===== config.mk =====
export PLATFORM = sky130hd
export DESIGN_NAME = h264_rbsp_exp_golomb_writer
export DESIGN_NICKNAME = d
export VERILOG_FILES = /design/src/hdl/egw_pkg.sv /design/src/hdl/h264_rbsp_exp_golomb_writer.sv /design/src/hdl/egw_front.sv /design/src/hdl/egw_fifo.sv /design/src/hdl/egw_back.sv
export SDC_FILE = /design/constraint.sdc
export NUM_CORES = 1
export LEC_CHECK = 0
export BUFFER_PORTS_ARGS = -buffer_cell sky130_fd_sc_hd__buf_4
export CAP_MARGIN = 20
export CORE_UTILIZATION = 57
export DETAILED_ROUTE_END_ITERATION = 8
export GPL_TIMING_DRIVEN = 0
export PLACE_DENSITY = 0.81
export SLEW_MARGIN = 20
export SYNTH_ARGS = -nofsm -noshare
export SYNTH_HDL_FRONTEND = slang
export SYNTH_HIERARCHICAL = 1
export SYNTH_SLANG_ARGS = --single-unit
export TNS_END_PERCENT = 1

===== constraint.sdc =====
create_clock -name clk -period 3.39 [get_ports clk]
set_input_delay 0.339 -clock clk [delete_from_list [all_inputs] [get_ports clk]]
set_output_delay 0.339 -clock clk [all_outputs]
set_load 0.05 [all_outputs]

===== src/hdl/egw_pkg.sv =====
`default_nettype none
// ----------------------------------------------------------------------------
// egw_pkg
// Shared types and constants of the Exp-Golomb NAL byte-stream writer:
// request and result payloads, request codes and the queued command format.
// ----------------------------------------------------------------------------
package egw_pkg;

	// request codes
	localparam logic [2:0] REQ_FIXED     = 3'd0;
	localparam logic [2:0] REQ_UE        = 3'd1;
	localparam logic [2:0] REQ_SE        = 3'd2;
	localparam logic [2:0] REQ_START     = 3'd3;
	localparam logic [2:0] REQ_END_STOP  = 3'd4;
	localparam logic [2:0] REQ_END_ALIGN = 3'd5;

	localparam logic [31:0] START_CODE  = 32'h0000_0001;
	localparam logic [31:0] UE_OVERFLOW = 32'hFFFF_FFFF;
	localparam logic [7:0]  EPB_BYTE    = 8'h03;
	localparam logic [7:0]  EPB_LIMIT   = 8'h03;
	localparam logic [1:0]  ZRUN_MAX    = 2'd2;

	localparam int FIELD_W = 64;
	localparam int WIN_W   = FIELD_W + 8;

	typedef struct packed {
		logic [2:0]  req_type;
		logic [31:0] value;
		logic [5:0]  bit_count;
		logic [7:0]  nal_header;
	} egw_req_t;

	typedef struct packed {
		logic [7:0] data_byte;
		logic       is_prevention;
		logic       last;
		logic       error;
	} egw_res_t;

	typedef enum logic [1:0] {
		CMD_BITS,
		CMD_START,
		CMD_ERR
	} cmd_kind_t;

	// bits: field left-aligned (MSB first), len: number of valid bits
	typedef struct packed {
		cmd_kind_t          kind;
		logic               align;
		logic [5:0]         len;
		logic [FIELD_W-1:0] bits;
	} egw_cmd_t;

endpackage
`default_nettype wire


===== src/hdl/h264_rbsp_exp_golomb_writer.sv =====
`default_nettype none
// ----------------------------------------------------------------------------
// h264_rbsp_exp_golomb_writer
// H.264 NAL byte-stream writer with Exp-Golomb coding and emulation
// prevention.
// ----------------------------------------------------------------------------
// Usage:
//   req channel: one transfer per request (fixed bits, ue, se, start NAL,
//   end with stop bit, end aligned). Unknown request codes are accepted and
//   dropped.
//   res channel: one transfer per stream byte, MSB-first payload packing.
//   The final byte caused by a request carries last. A ue overflow yields a
//   single transfer with error and last set and leaves the stream state alone.
// Path: with the block idle, the first byte of a request passes through
//   decode, sizing, queue write, packer load and the output register; decode
//   is loaded on the transfer edge itself.
// Throughput: the packer loads a request, then emits one result byte a cycle
//   while the receiver takes them, and loads no new request before the last
//   byte is out. Dropped codes and empty fixed fields never reach the packer.
//   The decoder takes one request a cycle unless a stall holds its stages.
// Reset clears the pending partial byte, the zero run and all queues.
// When the receiver stalls, the output register holds, the packer waits and
// the command queue fills; req_ready drops once the queue and decoder stages
// are full.
// ----------------------------------------------------------------------------
module h264_rbsp_exp_golomb_writer #(
	parameter int QUEUE_DEPTH = 4
) (
	input  wire logic              clk,
	input  wire logic              arst_n,
	input  wire logic              req_valid,
	output logic                   req_ready,
	input  wire egw_pkg::egw_req_t req_data,
	output logic                   res_valid,
	input  wire logic              res_ready,
	output egw_pkg::egw_res_t      res_data
);

	// decoder to queue
	logic              fq_valid;
	logic              fq_ready;
	egw_pkg::egw_cmd_t fq_cmd;

	// queue to packer
	logic              qb_valid;
	logic              qb_ready;
	egw_pkg::egw_cmd_t qb_cmd;

	// decode requests, map se, size codes and left-align fields
	egw_front u_front (
		.clk       (clk),
		.arst_n    (arst_n),
		.req_valid (req_valid),
		.req_ready (req_ready),
		.req_data  (req_data),
		.cmd_valid (fq_valid),
		.cmd_ready (fq_ready),
		.cmd       (fq_cmd)
	);

	// decouple decoding from byte emission
	egw_fifo #(
		.DEPTH (QUEUE_DEPTH)
	) u_fifo (
		.clk        (clk),
		.arst_n     (arst_n),
		.push_valid (fq_valid),
		.push_ready (fq_ready),
		.push_data  (fq_cmd),
		.pop_valid  (qb_valid),
		.pop_ready  (qb_ready),
		.pop_data   (qb_cmd)
	);

	// pack bits into bytes, insert prevention bytes, drive the output register
	egw_back u_back (
		.clk       (clk),
		.arst_n    (arst_n),
		.cmd_valid (qb_valid),
		.cmd_ready (qb_ready),
		.cmd       (qb_cmd),
		.res_valid (res_valid),
		.res_ready (res_ready),
		.res_data  (res_data)
	);

endmodule
`default_nettype wire


===== src/hdl/egw_front.sv =====
`default_nettype none
// ----------------------------------------------------------------------------
// egw_front
// Request decoder: maps se to ue codes, sizes Exp-Golomb codes and
// left-aligns each bit field into a command for the packer queue.
// ----------------------------------------------------------------------------
module egw_front (
	input  wire logic              clk,
	input  wire logic              arst_n,
	input  wire logic              req_valid,
	output logic                   req_ready,
	input  wire egw_pkg::egw_req_t req_data,
	output logic                   cmd_valid,
	input  wire logic              cmd_ready,
	output egw_pkg::egw_cmd_t      cmd
);

	// stage 1: decoded request
	logic                 valid_s1;
	egw_pkg::cmd_kind_t   kind_s1;
	logic                 ue_s1;
	logic                 align_s1;
	logic [31:0]          field_s1;
	logic [5:0]           count_s1;

	// stage 2: sized field
	logic                 valid_s2;
	egw_pkg::cmd_kind_t   kind_s2;
	logic                 align_s2;
	logic [31:0]          field_s2;
	logic [5:0]           len_s2;

	logic                 ready_s1;
	logic                 ready_s2;

	logic                 dec_drop;
	egw_pkg::cmd_kind_t   dec_kind;
	logic                 dec_ue;
	logic                 dec_align;
	logic [31:0]          dec_field;
	logic [5:0]           dec_count;
	logic [31:0]          fixed_mask;
	logic [31:0]          dbl;

	logic [4:0]           msb;
	logic [6:0]           shamt;

	assign ready_s2  = !valid_s2 || cmd_ready;
	assign ready_s1  = !valid_s1 || ready_s2;
	assign req_ready = ready_s1;

	assign fixed_mask = req_data.bit_count[5] ? '1 : ~({32{1'b1}} << req_data.bit_count[4:0]);
	assign dbl        = {req_data.value[30:0], 1'b0};

	always_comb begin
		dec_drop  = 1'b0;
		dec_kind  = egw_pkg::CMD_BITS;
		dec_ue    = 1'b0;
		dec_align = 1'b0;
		dec_field = '0;
		dec_count = '0;
		case (req_data.req_type)
			egw_pkg::REQ_FIXED: begin
				dec_field = req_data.value & fixed_mask;
				dec_count = req_data.bit_count;
				dec_drop  = (req_data.bit_count == 6'd0);
			end
			egw_pkg::REQ_UE: begin
				if (req_data.value == egw_pkg::UE_OVERFLOW) begin
					dec_kind = egw_pkg::CMD_ERR;
				end else begin
					dec_ue    = 1'b1;
					dec_field = req_data.value + 32'd1;
				end
			end
			egw_pkg::REQ_SE: begin
				dec_ue = 1'b1;
				// code = mapped + 1: 1 - 2v for v <= 0, 2v for v > 0
				if (req_data.value == 32'd0 || req_data.value[31])
					dec_field = 32'd1 - dbl;
				else
					dec_field = dbl;
			end
			egw_pkg::REQ_START: begin
				dec_kind  = egw_pkg::CMD_START;
				dec_field = {24'd0, req_data.nal_header};
			end
			egw_pkg::REQ_END_STOP: begin
				dec_align = 1'b1;
				dec_field = 32'd1;
				dec_count = 6'd1;
			end
			egw_pkg::REQ_END_ALIGN: begin
				dec_align = 1'b1;
			end
			default: begin
				dec_drop = 1'b1;
			end
		endcase
	end

	always_ff @(posedge clk or negedge arst_n) begin
		if (!arst_n) begin
			valid_s1 <= 1'b0;
		end else if (ready_s1) begin
			valid_s1 <= req_valid && !dec_drop;
		end
	end

	always_ff @(posedge clk) begin
		if (ready_s1 && req_valid) begin
			kind_s1  <= dec_kind;
			ue_s1    <= dec_ue;
			align_s1 <= dec_align;
			field_s1 <= dec_field;
			count_s1 <= dec_count;
		end
	end

	// highest set bit of the code gives the prefix length
	always_comb begin
		msb = '0;
		for (int i = 0; i < 32; i++) begin
			if (field_s1[i])
				msb = 5'(i);
		end
	end

	always_ff @(posedge clk or negedge arst_n) begin
		if (!arst_n) begin
			valid_s2 <= 1'b0;
		end else if (ready_s2) begin
			valid_s2 <= valid_s1;
		end
	end

	always_ff @(posedge clk) begin
		if (ready_s2 && valid_s1) begin
			kind_s2  <= kind_s1;
			align_s2 <= align_s1;
			field_s2 <= field_s1;
			len_s2   <= ue_s1 ? {msb, 1'b1} : count_s1;
		end
	end

	// left-align the field; a zero length shifts everything out
	assign shamt = 7'(egw_pkg::FIELD_W) - {1'b0, len_s2};

	always_comb begin
		cmd.kind  = kind_s2;
		cmd.align = align_s2;
		cmd.len   = len_s2;
		case (kind_s2)
			egw_pkg::CMD_START: cmd.bits = {egw_pkg::START_CODE, field_s2[7:0], 24'd0};
			egw_pkg::CMD_ERR:   cmd.bits = '0;
			default:            cmd.bits = {32'd0, field_s2} << shamt;
		endcase
	end

	assign cmd_valid = valid_s2;

endmodule
`default_nettype wire


===== src/hdl/egw_fifo.sv =====
`default_nettype none
// ----------------------------------------------------------------------------
// egw_fifo
// Small command queue between the decoder and the byte packer.
// ----------------------------------------------------------------------------
module egw_fifo #(
	parameter int DEPTH = 4
) (
	input  wire logic              clk,
	input  wire logic              arst_n,
	input  wire logic              push_valid,
	output logic                   push_ready,
	input  wire egw_pkg::egw_cmd_t push_data,
	output logic                   pop_valid,
	input  wire logic              pop_ready,
	output egw_pkg::egw_cmd_t      pop_data
);

	localparam int PTR_W = (DEPTH > 1) ? $clog2(DEPTH) : 1;
	localparam int CNT_W = $clog2(DEPTH + 1);

	egw_pkg::egw_cmd_t mem_q [DEPTH];
	logic [PTR_W-1:0]  wr_ptr_q;
	logic [PTR_W-1:0]  rd_ptr_q;
	logic [CNT_W-1:0]  cnt_q;
	logic              do_push;
	logic              do_pop;

	assign push_ready = (cnt_q != CNT_W'(DEPTH));
	assign pop_valid  = (cnt_q != '0);
	assign do_push    = push_valid && push_ready;
	assign do_pop     = pop_valid && pop_ready;
	assign pop_data   = mem_q[rd_ptr_q];

	always_ff @(posedge clk) begin
		if (do_push)
			mem_q[wr_ptr_q] <= push_data;
	end

	always_ff @(posedge clk or negedge arst_n) begin
		if (!arst_n) begin
			wr_ptr_q <= '0;
			rd_ptr_q <= '0;
			cnt_q    <= '0;
		end else begin
			if (do_push)
				wr_ptr_q <= (wr_ptr_q == PTR_W'(DEPTH - 1)) ? '0 : wr_ptr_q + PTR_W'(1);
			if (do_pop)
				rd_ptr_q <= (rd_ptr_q == PTR_W'(DEPTH - 1)) ? '0 : rd_ptr_q + PTR_W'(1);
			if (do_push && !do_pop)
				cnt_q <= cnt_q + CNT_W'(1);
			else if (do_pop && !do_push)
				cnt_q <= cnt_q - CNT_W'(1);
		end
	end

endmodule
`default_nettype wire


===== src/hdl/egw_back.sv =====
`default_nettype none
// ----------------------------------------------------------------------------
// egw_back
// Byte packer: merges commands with the pending partial byte, emits completed
// bytes one per cycle unless stalled and inserts emulation prevention bytes.
// ----------------------------------------------------------------------------
module egw_back (
	input  wire logic              clk,
	input  wire logic              arst_n,
	input  wire logic              cmd_valid,
	output logic                   cmd_ready,
	input  wire egw_pkg::egw_cmd_t cmd,
	output logic                   res_valid,
	input  wire logic              res_ready,
	output egw_pkg::egw_res_t      res_data
);

	typedef enum logic {
		ST_LOAD,
		ST_EMIT
	} state_t;

	state_t                        state_q;
	logic [7:0]                    acc_q;     // pending bits, left-aligned
	logic [2:0]                    pc_q;
	logic [1:0]                    zrun_q;
	logic [egw_pkg::WIN_W-1:0]     win_q;
	logic [3:0]                    nb_q;
	logic                          raw_q;
	logic                          err_q;
	logic                          res_valid_q;
	egw_pkg::egw_res_t             res_q;

	logic                          out_free;
	logic [6:0]                    tot;
	logic [egw_pkg::WIN_W-1:0]     merged;
	logic [3:0]                    nb_new;
	logic [7:0]                    top;
	logic                          need_epb;

	assign cmd_ready = (state_q == ST_LOAD);
	assign out_free  = !res_valid_q || res_ready;
	assign res_valid = res_valid_q;
	assign res_data  = res_q;

	assign tot    = 7'(pc_q) + 7'(cmd.len);
	assign merged = {acc_q, {egw_pkg::FIELD_W{1'b0}}} | ({cmd.bits, 8'd0} >> pc_q);
	assign nb_new = cmd.align ? 4'((tot + 7'd7) >> 3) : 4'(tot >> 3);

	assign top      = win_q[egw_pkg::WIN_W-1 -: 8];
	assign need_epb = !raw_q && (zrun_q == egw_pkg::ZRUN_MAX) && (top <= egw_pkg::EPB_LIMIT);

	always_ff @(posedge clk or negedge arst_n) begin
		if (!arst_n) begin
			state_q     <= ST_LOAD;
			acc_q       <= '0;
			pc_q        <= '0;
			zrun_q      <= '0;
			win_q       <= '0;
			nb_q        <= '0;
			raw_q       <= 1'b0;
			err_q       <= 1'b0;
			res_valid_q <= 1'b0;
			res_q       <= '0;
		end else begin
			if (state_q == ST_EMIT && out_free)
				res_valid_q <= 1'b1;
			else if (res_ready)
				res_valid_q <= 1'b0;
			case (state_q)
				ST_LOAD: begin
					if (cmd_valid) begin
						case (cmd.kind)
							egw_pkg::CMD_START: begin
								win_q   <= {cmd.bits, 8'd0};
								nb_q    <= 4'd5;
								raw_q   <= 1'b1;
								err_q   <= 1'b0;
								pc_q    <= '0;
								zrun_q  <= '0;
								state_q <= ST_EMIT;
							end
							egw_pkg::CMD_ERR: begin
								// park the pending byte behind a dummy zero byte
								win_q   <= {8'd0, acc_q, {(egw_pkg::FIELD_W - 8){1'b0}}};
								nb_q    <= 4'd1;
								raw_q   <= 1'b1;
								err_q   <= 1'b1;
								state_q <= ST_EMIT;
							end
							default: begin
								win_q <= merged;
								nb_q  <= nb_new;
								raw_q <= 1'b0;
								err_q <= 1'b0;
								pc_q  <= cmd.align ? 3'd0 : tot[2:0];
								if (nb_new == 4'd0)
									acc_q <= merged[egw_pkg::WIN_W-1 -: 8];
								else
									state_q <= ST_EMIT;
							end
						endcase
					end
				end
				ST_EMIT: begin
					if (out_free) begin
						if (need_epb) begin
							res_q.data_byte     <= egw_pkg::EPB_BYTE;
							res_q.is_prevention <= 1'b1;
							res_q.last          <= 1'b0;
							res_q.error         <= 1'b0;
							zrun_q              <= '0;
						end else begin
							res_q.data_byte     <= top;
							res_q.is_prevention <= 1'b0;
							res_q.last          <= (nb_q == 4'd1);
							res_q.error         <= err_q;
							if (!raw_q) begin
								if (top != 8'd0)
									zrun_q <= '0;
								else if (zrun_q != egw_pkg::ZRUN_MAX)
									zrun_q <= zrun_q + 2'd1;
							end
							win_q <= win_q << 8;
							nb_q  <= nb_q - 4'd1;
							if (nb_q == 4'd1) begin
								acc_q   <= win_q[egw_pkg::WIN_W-9 -: 8];
								state_q <= ST_LOAD;
							end
						end
					end
				end
				default: begin
					state_q <= ST_LOAD;
				end
			endcase
		end
	end

endmodule
`default_nettype wire

Yosys cells after proc, flatten, opt, wreduce, memory -nomap -nowiden
Memory sizes are Yosys's and may differ from the RTL's. Cells that the tools add are included.

Bitwise gates (word level): 5. $lt $le $gt $ge: 1. Multiplexer cells: 90. Eq/ne operators: 25. Shift operators: 3. Add/subtract/negate cells: 11. Reductions and logical operators: 38.

Operators with widths (count): $pmux 72 s2 (2); $mux 72 (3); $pmux 32 s5 (1); $pmux 64 s2 (1); $mux 32 (3); $mux 5 (16); $or 72x72->72 (1); $shr 72x3->72 (1); $shl 32x7->64 (1); $mux 4 (12); $mux 8 (6); $add 32x1->32 const B (1); $and 32x32->32 (1); $eq 32x32->1 const B (1); $logic_not 32->1 (1); $not 32->32 (1); $shl 32x5->32 const A (1); $sub 1x32->32 const A (1); $mux 2 (12); $mux 3 (7); $pmux 4 s2 (2); $pmux 8 s2 (1); $mux 1 (15); $pmux 6 s2 (1); other kinds (39) (81).

Memories kept: 1. Register bits after elaboration: 196. Logic and storage cells: 202. Output and inout port bits: 13. Memory bits (writable): 292.

Memories: u_fifo.mem_q (depth 4, bits a word 73, rd ports 1, clocked after Yosys merged registers in 0, write ports 1, RTL line egw_fifo.sv:22) `egw_pkg::egw_cmd_t mem_q [DEPTH];`.

Depth between registers and ports, before layout
Depth after elaboration: 32. Gate-level depth with buffers: 15.

By module
The synthesis kept the hierarchy.

By module, submodules not included: egw_fifo (cells an instance 418, times used 1, area an instance 10959.3 um^2); egw_front (cells an instance 991, times used 1, area an instance 8494.4 um^2); egw_back (cells an instance 805, times used 1, area an instance 7951.4 um^2).

Least setup slack after synthesis
OpenSTA, ideal clock, no wires.

Path kind: register -> register. From: register u_front.len_s2[0]. To: memory u_fifo/mem_q[0][54] (netlist name), data pin. Arrival: 3097 ps. Slack: 68 ps. Stages on the path, launching flop included: 13. Required time: 3165 ps. Setup time: 225 ps. Cell sequence: edfxtp_1 > buf_4 > inv_2 > buf_6 > buf_2 > ha_1 > buf_4 > buf_4 > mux2_2 > mux2i_1 > mux4_2 > or2_2 > a311oi_1.

RTL lines: start, declared (RTL line egw_front.sv:31) `logic [5:0] len_s2;`; start signal, assigned (RTL line egw_front.sv:142) `len_s2 <= ue_s1 ? {msb, 1'b1} : count_s1;`; end, declared (RTL line egw_fifo.sv:22).

==> metrics.yaml <==
status: "finished, violations left"
violations: "setup timing"
yosys_warnings: 6
synth_edf_count: 375
die_w_microns: 221.3
post-route-period-util: 1.030
cellPowerDensity_mw_per_mm2: 912.3
cts_tree: "done"
required_ns: 3.70
p_seq_frac: 0.315
rsz0062_at_grt: "yes"
die_y_microns: 221.3
min_path_type: "in -> reg"
grt_pass1_vias: 20670
avgSynthCellArea_sq_um: 12.38
synth_fp_nets: 2287
async_flop_share: 0.2300
drive_above_1_share: 0.2705
drt.antenna.violating_nets: 0
comb_power_share: 0.490
dp_hpwl_microns: 62910
dr.pass1.iters: 6
ys.flop_type: "edfxtp_1"
track_usage: 0.3518
worstMarginPinSlew_ns: 0.9354
slowest_delay_ns: 0.44
fin_skew_ns: 0.03735
switching_share: 0.4098
dpl-instance-area_sq_mm: 0.02865
pin_count: 66
p_int_uw: 16860
cts_buffer_depth: 3
h-tree-depth: 2
p_leak_uw: 0.01126
crit_path_top_delay_cell: "edfxtp_1"
diodes: 0
netlist_area_sq_mm: 0.02741
wl_microns: 88000
fill_cells: 3332
grt_overflow: 0
die-area_sq_mm: 0.04896
path_class: "reg -> reg"
vias: 21100
syn_to_final_growth_pct: 14.24
crit_buf_inv: 7
relSlewSlack: 0.3751
clk_pin_slew_ns: 0.06
viasPerCell: 7.096
arrival_ns: 3.80
start_util: 0.5837
ys_ff_latch: 487
core_sq_mm: 0.04695
clk_latency_ns: 0.61
synth_area_leaders: "edfxtp_1 41%, dfrtp_1 10%, mux4_2 9.6%"
grt_pass1_wl_microns: 129600
fin_nets: 2397
fin_ws_ns: -0.1025
regArea_sq_mm: 0.01406
routabilityCongestion: 0.9881
crit_chain: "buf_6 > inv_2 > buf_12 > buf_8 > ha_4 > buf_4 > buf_4 > buf_6 > mux2i_1 > mux2i_1 > o2bb2ai_1 > o21a_1 > a22oi_2 > o22ai_2"
worst_ir_drop_vdd_mv: 0.5265
row_count: 79
cp-end-kind: "register"
critPathMaxFanout: 10
antenna_found_initial: 0
fin_util: 0.6668
final_area_sq_mm: 0.03131
post_drt_wl_per_cell_microns: 29.60
drv_cap: 0
seq_area_frac_synth: 0.5132
portBuffers: 39
start_kind: "register"
cts_buffers: 50
switchingPower_uw: 11700
synth_cells: 2214
drc: 0
multi_input_area_sq_mm: 0.01299
drv_slew: 0
hold_violations: 0
setup_violations: 44
cp_top_family: "compound AO/OA/AOI/OAI gates"
min_period_ns: 3.493
drt_iter0_drc: 2753
yosysTopAreaCellShare: 0.4109
p_clk_frac: 0.195
clock-sinks: 487
yosys.area.top_type: "edfxtp_1"
synth_cell_types: 94
clk_root_buffer_cell: "clkbuf_16"
grt_max_degree: 59
clock.fmax_mhz: 286.3
==> cell families after synthesis <==
group	share of synthesized area
AOI/OAI and AO/OA	0.1301
xor gates and xnor gates	0.01621
adders and majority gates	0.01004
buffers and inverters	0.04319
DFF	0.5132
muxes	0.1803
and+or+nand+nor	0.1070
==> layer usage <==
layer / part of all wire / up-vias / global-route usage
met4: 0.051 / 0 / 0.1586
met2: 0.48 / 1352 / 0.5815
met3: 0.089 / 284 / 0.06228
met1: 0.38 / 10540 / 0.4552
met5: 0 / - / 0
li1: - / 8917 / -
==> path summary, 6_finish.rpt <==
path / endpoint / slack [ns] / from / cells past startpoint
min in group asynchronous: u_back/res_data[10] / 0.31 / arst_n / 2
worst min-delay path: u_front/field_s1[0] / 0.10 / req_data[0] / 3
worst max-delay path: u_fifo/mem_q[3][52] / -0.10 / u_front/len_s2[0] / 14
max in group asynchronous: u_fifo/wr_ptr_q[1] / 2.38 / arst_n / 3
worst max register to register: u_fifo/mem_q[3][52] / -0.10 / u_front/len_s2[0] / 14
worst min register to register: u_front/kind_s2[0] / 0.39 / u_front/kind_s1[0] / 0
==> synth_stat cells, types with 19 or more instances <==
cell        n
a21oi_1    75
buf_2      59
a311oi_1   27
edfxtp_1  375
mux4_2    117
xnor2_1    22
o21ai_0    69
nor2_1    158
dfrtp_1   112
a221oi_1   58
mux2_2     95
a211oi_2   21
buf_4      19
a31oi_1    26
nor3_1     62
o22ai_1    24
inv_1      62
mux2i_1   116
clkbuf_1   84
xor2_1     25
and3_1     22
nand3_1    47
nand2_1   159
==> power groups by stage <==
stage               sequential, uW  clock [uW]  combinational (uW)
floorplan                     8950           0                8900
global placement              8990           0               12400
detailed placement            9000           0               12700
CTS                           8940        5600               13300
global route                  9090        5850               14600
finish                        8990        5580               14000
==> flip-flops by register name (all words and copies together), names as in the netlist, 2 cells and up <==
register          count
u_fifo/mem_q        292
u_back/win_q         71
u_front/field_s1     32
u_front/field_s2     32
u_back/res_data      11
u_back/acc_q          8
u_front/count_s1      6
u_front/len_s2        6
u_back/nb_q           4
u_back/pc_q           3
u_fifo/cnt_q          3
u_back/zrun_q         2
u_fifo/rd_ptr_q       2
u_fifo/wr_ptr_q       2
u_front/kind_s1       2
u_front/kind_s2       2
==> cell type report <==
cell class                 count  area share
inverter                      66    0.007913
buffer                       181     0.03201
tap                          607     0.02426
clock buffer                  64     0.04292
sequential                   487      0.4492
multi-input combinational   1479      0.4149
timing repair buffer          59     0.01838
clock inverter                30     0.01035
==> worst register-to-register path, cell delays in order (launching register included) <==
cell and delay (ns):
edfxtp_1 0.44, buf_6 0.14, inv_2 0.05, buf_12 0.15, buf_8 0.16, ha_4 0.25, buf_4 0.14, buf_4 0.21
buf_6 0.19, mux2i_1 0.24, mux2i_1 0.11, o2bb2ai_1 0.30, o21a_1 0.28, a22oi_2 0.34, o22ai_2 0.20
==> through the flow <==
stage                     hold WS, ns  power (uW)  std cells  setup TNS, ns  setup slack, ns
after floorplan               0.04341       17850       2214              0          0.06798
after global placement         0.4045       21420       2860        -594.69           -1.453
after detailed placement       0.3581       21720       2867        -213.75           -1.449
after CTS                     0.08120       27870       2972        -0.6395         -0.05947
after global routing           0.1084       29520       2973         -6.035          -0.1656
final                          0.1026       28560       2973         -1.711          -0.1025
==> placed cells by master, fill, tap and decap left out, types with 11 or more instances in the layout <==
master / n
nand2_1: 157
mux2_2: 93
clkbuf_1: 85
o211ai_1: 16
or3_1: 11
buf_4: 64
mux2i_1: 95
nand2b_1: 17
a21oi_1: 62
nor2_2: 16
o21ai_1: 21
mux2i_2: 12
edfxtp_1: 375
xnor2_1: 21
nand4_1: 16
nand3_1: 44
buf_2: 55
a21oi_2: 12
and3_1: 22
a221oi_1: 56
a211oi_2: 22
o22ai_1: 11
inv_1: 62
mux4_2: 117
nor3_1: 58
nor4_1: 15
dfrtp_1: 111
a32oi_1: 11
a31oi_1: 23
nor2_1: 144
and2_1: 11
clkbuf_16: 50
a211oi_1: 13
o21ai_0: 56
buf_6: 17
a311oi_1: 26
xor2_1: 23
ha_1: 16
nor2b_1: 14
==> repair_timing <==
item                                    CTS  global route
hold buffers                              1             0
setup buffers                            11             1
endpoints found under the setup margin  275           282
resized for setup                       135            57
hold endpoints to repair                 57             0
pin swaps                                 8             5
(Power assumes the default switching activity.)
